## config.mk

```make
export PLATFORM = sky130hd
export DESIGN_NAME = spdfa_lane
export DESIGN_NICKNAME = d
export VERILOG_FILES = /design/src/rtl/spdfa_pkg.sv /design/src/rtl/spdfa_lane.sv
export SDC_FILE = /design/constraint.sdc
export NUM_CORES = 1
export LEC_CHECK = 0
export ABC_CLOCK_PERIOD_IN_PS = 2100
export BUFFER_PORTS_ARGS = -buffer_cell sky130_fd_sc_hd__clkbuf_2
export CORE_AREA = 2 2 169 295
export DETAILED_ROUTE_END_ITERATION = 10
export DIE_AREA = 0 0 171 297
export PLACE_DENSITY_LB_ADDON = 0.2
export SETUP_SLACK_MARGIN = 0.15
export SYNTH_ARGS = -nofsm -noshare
export SYNTH_HDL_FRONTEND = slang
export SYNTH_SLANG_ARGS = --single-unit
```

## constraint.sdc

```tcl
create_clock -name clk_i -period 2.1 [get_ports clk_i]
set_input_delay 0.21 -clock clk_i [delete_from_list [all_inputs] [get_ports clk_i]]
set_output_delay 0.21 -clock clk_i [all_outputs]
set_load 0.01 [all_outputs]
```

## src/rtl/spdfa_pkg.sv

```systemverilog
// Shared types and constants for the speculative DFA chunk scanner.
// Holds the beat payload structs, the opcode enum and the lane command struct.
// No dependencies.
`default_nettype none

package spdfa_pkg;

  // Default sizing of the scanner.
  localparam int NumDfaStatesDef = 16;
  localparam int AlphabetSizeDef = 8;
  localparam int CountWidthDef   = 16;

  // Fixed widths of the beat fields.
  localparam int StateFieldW = 4;
  localparam int SymFieldW   = 3;
  localparam int HitsFieldW  = 16;

  // Accepting state after reset.
  localparam logic [StateFieldW-1:0] FinalStateRst = 4'd8;

  // Operation codes carried by an input beat.
  typedef enum logic [1:0] {
    OP_WR_TABLE = 2'd0,
    OP_START    = 2'd1,
    OP_FEED     = 2'd2,
    OP_REPORT   = 2'd3
  } op_e;

  // Input beat payload.
  typedef struct packed {
    op_e                    op;
    logic [StateFieldW-1:0] from_state;
    logic [SymFieldW-1:0]   symbol;
    logic [StateFieldW-1:0] to_state;
  } in_beat_t;

  // Result beat payload.
  typedef struct packed {
    logic [StateFieldW-1:0] start_state;
    logic [StateFieldW-1:0] end_state;
    logic [HitsFieldW-1:0]  hits;
    logic                   last;
  } out_beat_t;

  // Control strobes broadcast from the top level to every lane.
  typedef struct packed {
    logic wr_en;
    logic start;
    logic feed;
  } lane_cmd_t;

endpackage

`default_nettype wire

```

## src/rtl/spdfa_lane.sv

```systemverilog
// One speculative DFA lane: a private copy of the transition table, the lane
// state and the saturating hit counter. Depends on spdfa_pkg.
`default_nettype none

module spdfa_lane #(
  parameter int NUM_DFA_STATES = spdfa_pkg::NumDfaStatesDef,
  parameter int ALPHABET_SIZE  = spdfa_pkg::AlphabetSizeDef,
  parameter int COUNT_WIDTH    = spdfa_pkg::CountWidthDef,
  parameter int LANE_ID        = 0
) (
  input  wire                                     clk_i,
  input  wire                                     rst_ni,
  input  wire spdfa_pkg::lane_cmd_t               cmd_i,
  input  wire [$clog2(NUM_DFA_STATES)+$clog2(ALPHABET_SIZE)-1:0] wr_addr_i,
  input  wire [$clog2(NUM_DFA_STATES)-1:0]        wr_data_i,
  input  wire [$clog2(ALPHABET_SIZE)-1:0]         sym_i,
  input  wire [spdfa_pkg::StateFieldW-1:0]        final_state_i,
  output logic [$clog2(NUM_DFA_STATES)-1:0]       state_o,
  output logic [COUNT_WIDTH-1:0]                  hits_o
);

  localparam int SW    = $clog2(NUM_DFA_STATES);
  localparam int AW    = $clog2(ALPHABET_SIZE);
  localparam int Depth = 2 ** (SW + AW);
  localparam int CmpW  = (SW > spdfa_pkg::StateFieldW) ? SW : spdfa_pkg::StateFieldW;
  localparam logic [SW-1:0] LaneRst = SW'(LANE_ID);

  logic [SW-1:0]          tbl [Depth];
  logic [SW-1:0]          state_q;
  logic                   pend_q;
  logic [COUNT_WIDTH-1:0] cnt_q;
  logic [COUNT_WIDTH-1:0] cnt_eff;
  logic                   hit;

  // Table copy: every lane sees the same broadcast write.
  always_ff @(posedge clk_i) begin
    if (cmd_i.wr_en) begin
      tbl[wr_addr_i] <= wr_data_i;
    end
  end

  // A step that landed on the accepting state last cycle is added here, so
  // the counter view is always current.
  assign hit     = pend_q && (CmpW'(state_q) == CmpW'(final_state_i));
  assign cnt_eff = (hit && (cnt_q != '1)) ? cnt_q + COUNT_WIDTH'(1) : cnt_q;

  // Lane state is the registered table read; the counter absorbs hits.
  always_ff @(posedge clk_i or negedge rst_ni) begin
    if (!rst_ni) begin
      state_q <= LaneRst;
      pend_q  <= 1'b0;
      cnt_q   <= '0;
    end else begin
      if (cmd_i.start) begin
        state_q <= LaneRst;
      end else if (cmd_i.feed) begin
        state_q <= tbl[{state_q, sym_i}];
      end
      pend_q <= cmd_i.feed;
      cnt_q  <= cmd_i.start ? '0 : cnt_eff;
    end
  end

  assign state_o = state_q;
  assign hits_o  = cnt_eff;

endmodule

`default_nettype wire

```

==> results of run 1 <==
## metrics by stage
stage,worst slack (ns),power (W)
after detailed placement,-0.5012,0.01382
after global placement,-0.4844,0.01381
after CTS,-0.4959,0.02288
final,-0.5046,0.02285
after global routing,-0.6019,0.02352
after floorplan,0.1125,0.01284
## cells in the final DEF, fill, tap and decap left out, types with 15 or more instances in the layout
master / n
mux2i_1: 40
clkinv_1: 15
mux4_2: 115
nand3_1: 21
nor2_1: 132
clkbuf_2: 23
buf_12: 18
clkbuf_16: 49
nor2b_1: 26
dfrtp_1: 20
nand2_1: 37
buf_4: 217
edfxtp_1: 512
## power by group through the flow
stage | clock network, W | logic, W | registers (W)
floorplan | 0 | 0.000886 | 0.0120
global placement | 0 | 0.00185 | 0.0120
detailed placement | 0 | 0.00186 | 0.0120
CTS | 0.00912 | 0.00204 | 0.0117
global route | 0.00950 | 0.00230 | 0.0117
finish | 0.00894 | 0.00218 | 0.0117
## state kept, by name (all words and copies together) (netlist names)
register and cells:
pend_q 1, cnt_q 16, tbl 512, state_o 4
## critical path, stage by stage, from the launching register on
cell	delay (ns)
dfrtp_2	0.45
buf_6	0.15
xnor2_2	0.13
nand3_2	0.13
nor4_4	0.26
buf_4	0.20
nand4_1	0.15
xnor2_2	0.19
buf_2	0.16
## worst paths after layout
path                              start          to  slack, ns
max                          state_o[0]  hits_o[13]      -0.50
min                        wr_data_i[2]  tbl[31][2]       0.05
max reg2reg                  state_o[0]   cnt_q[13]      -0.04
min reg2reg                   cnt_q[15]   cnt_q[15]       0.59
max in group asynchronous        rst_ni  state_o[0]       1.46
min in group asynchronous        rst_ni    cnt_q[8]       0.19
## repair_timing
action,CTS,global route
hold buffers,2,0
resized for setup,62,61
endpoints found under the setup margin,34,30
buffers inserted,13,10
pin swaps,28,23
endpoints found under the hold margin,22,0
## cells by family after synthesis
kind of cell	after synthesis	synth area share, %
fa+ha+maj	1	0.05800
buf+inv	76	1.967
mux	157	13.96
simple gates	297	6.526
xor+xnor	18	0.7309
compound gates	89	3.034
flops	533	73.72
## layer usage
metal  vias up  global-route usage (%)  share of wire (%)
li1       5264                       -                  -
met1      6316                   26.29                 36
met2       373                   41.63                 55
met3       133                   3.007                4.2
met4         0                   10.92                5.2
met5         -                       0                  0
## area by class of cell
type | count | area (um^2)
Fill cell | 3875 | 21970
Sequential cell | 533 | 15900
Multi-Input combinational cell | 562 | 5736
Timing Repair Buffer | 290 | 2401
Clock buffer | 54 | 1265
Tap cell | 654 | 818.3
Clock inverter | 35 | 344.1
Inverter | 7 | 26.28
==> results.tsv, run 1 <==
stage	metric	value	unit
synth	syn_inst	1171	
pwr	leakagePower	8.950	nW
synth	syn_avg_cell_area	18.42	um^2
timing	fmax	383.9	MHz
cells_and_area	utilization	54.66	%
cells_and_area	fin_nets	1467	
cts	cts_made_buffers	49	
drt	wire_per_inst	26.68	um
timing	setup_viol	18	
global_route	grt_overflow	0	
timing	finalSetupTns	-6.663	ns
synth	synth_top_area_share	71.28	%
timing	drv_slew	0	
outcome	status	finished, violations left	
worst_setup_path	r2r_cells	10	
worst_setup_path	cp.required	1.89	ns
timing	fin_crit	2.605	ns
drt	via_per_inst	5.661	
cts	h-tree-depth	2	
drt	ant_nets	0	
pwr	powerDensity	862.6	mW/mm^2
worst_setup_path	arrival	2.39	ns
worst_setup_path	crit_path_max_fanout	5	
cts	cts_tree	built	
placed_design	placed_cells	2021	
synth	yosysTopAreaCell	edfxtp_1	
synth	synth_edf_count	512	
cts	cts-root-buf	clkbuf_16	
worst_hold_path	min_path_cells	1	
cells_and_area	syn2layout_area_growth	22.83	%
drt	drtIter0Drc	963	
synth	synthFlopType	edfxtp_1	
outcome	violations	setup timing	
floorplan	dieArea	0.05079	mm^2
pwr	pwr-share-clk	39.1	%
drt	drt_wl_total	56.97	mm
placed_design	placed_area	0.02412	mm^2
placed_design	gp_congestion	0.8718	
synth	ys_ff_latch	533	
timing	whs	0.05398	ns
synth	yosysSeqAreaShare	73.72	%
timing	fin_skew	0.02259	ns
global_route	grt_pass1_wl	83.31	mm
job	maxCapViolations	0	
drt	drc	0	
floorplan	start_util	44.50	%
timing	hold_viol_final	0	
floorplan	die_h	297	um
timing	setup_slack	-0.5046	ns
floorplan	core-area	0.04846	mm^2
synth	synthArstFlopShare	3.940	%
cells_and_area	drive_gt1_share	36.87	%
cts	clk_pin_slew	0.06	ns
pwr	p_int	0.01776	W
synth	synth.most_common_cell	edfxtp_1	
floorplan	ios	43	
worst_setup_path	worstSetupPathType	reg -> out	
synth	synthDistinctLibCells	55	
placed_design	port_buffers	42	
global_route	track_usage	22.88	%
pwr	p_sw	0.005090	W
pwr	peakVddDrop	0.6219	mV
drt	vias	12090	
synth	ys_top_cells_by_count	edfxtp_1 (512), nor2_1 (133), mux4_2 (115), mux2i_1 (41), nand2_1 (37)	
worst_setup_path	cp-end-kind	output pin	
synth	ys_top_cells_by_area	edfxtp_1 (71%), mux4_2 (12%), dfrtp_1 (2.4%), nor2_1 (2.3%), mux2i_1 (1.9%)	
cells_and_area	n_antenna_cell	0	
timing	rsz0062_at_grt	yes	
global_route	grt_pass1_vias	12750	
cts	worstSkewPairLatency	0.57	ns
global_route	grt_antenna_before_repair	0	
pwr	swShare	22.27	%
cells_and_area	stdcell_area	0.02649	mm^2
timing	maxSlewHeadroom	57.73	%
synth	netlist_area	0.02157	mm^2
synth	synth.net_count	1195	
synth	yosysWarnings	0	
pwr	power_frac_seq	51.3	%
worst_setup_path	start_kind	flop	
worst_hold_path	hp-class	in -> reg	
cells_and_area	final_cells	2135	
cts	clock_path_buffers	3	
global_route	grt_max_degree	58	
placed_design	place_hpwl	39.98	mm
timing	worst_pin_slew	0.6341	ns
floorplan	die_width	171	um
floorplan	rows	107	
cts	clock-sinks	533	
pwr	pwr-share-comb	9.6	%
timing	post-route-period-util	124.0	%
drt	dr.pass1.iters	4	
(Power assumes the default switching activity.)
==> run 2: changes to the inputs <==
PLACE_DENSITY_LB_ADDON = default   (was 0.2)
==> run 2 against run 1 <==
  * The run still ends with setup timing left
  * Worst setup slack improved by 0.020 ns
  * Cell count fell by 1.0%
  * Count of clock-buffer cells in the layout rose by 1
  * Combinational power rose by 2%
  * Via count fell by 0.75%
  * Cell area fell by 0.13%
  * Global-route usage fell by 0.11 points
  * Fmax rose by 0.76%
  * Largest cell class unchanged
==> results.tsv, run 2 (synthesis results as in run 1) <==
stage	metric	value	unit	change
outcome	status	finished, violations left		
outcome	violations	setup timing		
floorplan	die_width	171	um	unchanged
timing	setup_slack	-0.4851	ns	+0.01953 ns
cells_and_area	top_register	tbl		
pwr	powerDensity	892.0	mW/mm^2	+3.4%
cells_and_area	layout_commonest_cell	edfxtp_1		
placed_design	placed_cells	2002		-0.94%
cells_and_area	final_cells	2113		-1.0%
worst_setup_path	arrival	2.38	ns	about the same
timing	drv_slew	0		unchanged
worst_setup_path	rrSetupSlack	-0.09	ns	-0.05 ns
floorplan	start_util	44.50	%	unchanged
cells_and_area	layout_common_cells	edfxtp_1 (512), buf_4 (204), nor2_1 (129), mux4_2 (115), clkbuf_16 (49)		
worst_hold_path	hp-start	wr_data_i[0]		
cts	clock-sinks	533		unchanged
timing	fin_skew	0.01472	ns	-0.007875 ns
worst_hold_path	min_path_cells	1		unchanged
cts	clk_pin_slew	0.07	ns	about the same
pwr	leakagePower	8.916	nW	-0.38%
placed_design	place_ws	-0.4688	ns	+0.03237 ns
timing	fmax	386.8	MHz	+0.76%
drt	via_per_inst	5.677		+0.28%
drt	ant_nets	0		unchanged
floorplan	rows	107		unchanged
worst_hold_path	hp-class	in -> reg		
floorplan	dieArea	0.05079	mm^2	unchanged
cts	clock_path_buffers	3		unchanged
global_route	grt_pass1_wl	83.13	mm	-0.21%
worst_setup_path	r2r_cells	11		+1
timing	worst_pin_slew	0.6676	ns	+0.03348 ns
floorplan	ios	43		unchanged
drt	drt_wl_total	56.79	mm	-0.32%
worst_hold_path	whs_endpoint	tbl[113][0]		
worst_setup_path	cp-end-kind	output pin		
timing	post-route-period-util	123.1	%	-0.93 points
timing	maxSlewHeadroom	55.50	%	-2.2 points
cts	worstSkewPairLatency	0.57	ns	about the same
cells_and_area	drive_gt1_share	36.81	%	-0.061 points
cts	cts_made_buffers	47		-4.1%
drt	drc	0		unchanged
timing	hold_viol_final	0		unchanged
global_route	grt_antenna_before_repair	0		unchanged
worst_setup_path	cp.required	1.89	ns	about the same
cells_and_area	syn2layout_area_growth	22.66	%	
placed_design	gp_congestion	0.8529		-2.2%
timing	whs	0.03821	ns	-0.01577 ns
global_route	grt_pass1_vias	12710		-0.35%
timing	fin_crit	2.585	ns	-0.01953 ns
global_route	grt_overflow	0		unchanged
cts	cts_tree	built		
global_route	track_usage	22.78	%	-0.11 points
worst_setup_path	rr_startpoint	state_o[0]		
drt	vias	12000		-0.75%
floorplan	core-area	0.04846	mm^2	unchanged
global_route	grt_max_degree	129		+120%
cells_and_area	largest_reg_flops	512		unchanged
pwr	peakVddDrop	0.4874	mV	-22%
timing	setup_viol	20		+2
drt	wire_per_inst	26.87	um	+0.71%
worst_setup_path	worstSetupPathType	reg -> out		
job	maxCapViolations	0		unchanged
placed_design	place_hpwl	38.75	mm	-3.1%
drt	drtIter0Drc	882		-8.4%
floorplan	die_h	297	um	unchanged
placed_design	port_buffers	42		unchanged
cts	cts-root-buf	clkbuf_16		
cells_and_area	fin_nets	1445		-1.5%
worst_setup_path	rr_endpoint	state_o[1]		
drt	dr.pass1.iters	5		+1
worst_setup_path	crit_path_max_fanout	3		-2
cells_and_area	n_antenna_cell	0		unchanged
timing	rsz0062_at_grt	yes		
pwr	total_power	0.02360	W	+3.3%
worst_setup_path	start_kind	flop		
cts	h-tree-depth	2		unchanged
## run 2: cell types whose count changed in the layout (fill, tap and decap cells not counted), sizes merged
cell and delta:
buf -26, dlygate4sd3 -1, bufinv +6, clkinv -3, clkbuf +8, clkinvlp -1
inv -5
## run 2: worst max path at each step
stage / startpoint / to / slack (ns) / cells after the start
final: cnt_q[1] / hits_o[15] / -0.49 / 9
after global routing: cnt_q[1] / hits_o[13] / -0.59 / 9
after CTS: state_o[0] / hits_o[13] / -0.50 / 8
after detailed placement: sym_i[0] / state_o[3] / -0.47 / 8
after global placement: sym_i[0] / state_o[3] / -0.46 / 8
after floorplan: sym_i[1] / state_o[3] / 0.11 / 8
## run 2: timing repair
item / 4_1_cts / 5_1_grt
endpoints found under the setup margin: 35 / 28
pin swaps: 26 / 25
hold buffers: 1 / 0
gates resized for setup: 75 / 45
hold endpoints to repair: 21 / 0
setup buffers: 16 / 7
## run 2: metal layers
| layer | track usage [%] | wire, um |
|---|---|---|
| met5 | 0 | 0 |
| met4 | 10.13 | 2566 |
| met3 | 2.648 | 2596 |
| met2 | 42.15 | 31460 |
| met1 | 26.05 | 20160 |
## run 2: critical path: stages, from the launching register on
cell and delay [ns]:
dfrtp_1 0.39, ha_2 0.19, nand4_1 0.07, nor4_1 0.06, buf_4 0.15, nor4_4 0.23, nand3_1 0.16, or3_1 0.35
nand2_1 0.08, clkbuf_2 0.12
## run 2: where the power goes
part	switching (W)	internal, W	leakage [nW]
Sequential	0.0000325	0.0117	4.89
Combinational	0.00125	0.000973	3.20
Clock	0.00389	0.00576	0.831
Total	0.00517	0.0184	8.92
## run 2: stage by stage
stage / util, % / TNS [ns] / area [um^2]
finish: 54.59 / -6.710 / 26460
global route: 54.59 / -8.747 / 26460
CTS: 54.00 / -6.920 / 26170
detailed placement: 49.44 / -2.302 / 23960
global placement: 49.44 / -2.145 / 23960
floorplan: - / 0 / 21610
## run 2: final cells by class
type                    count  area, um^2
clock buffers              55        1249
clock inverters            32       478.0
fillers                  3863       22010
inverters                   7       30.03
multi-input cells         562        5738
flip-flops and latches    533       15900
well taps                 654       818.3
repair buffers            270        2240
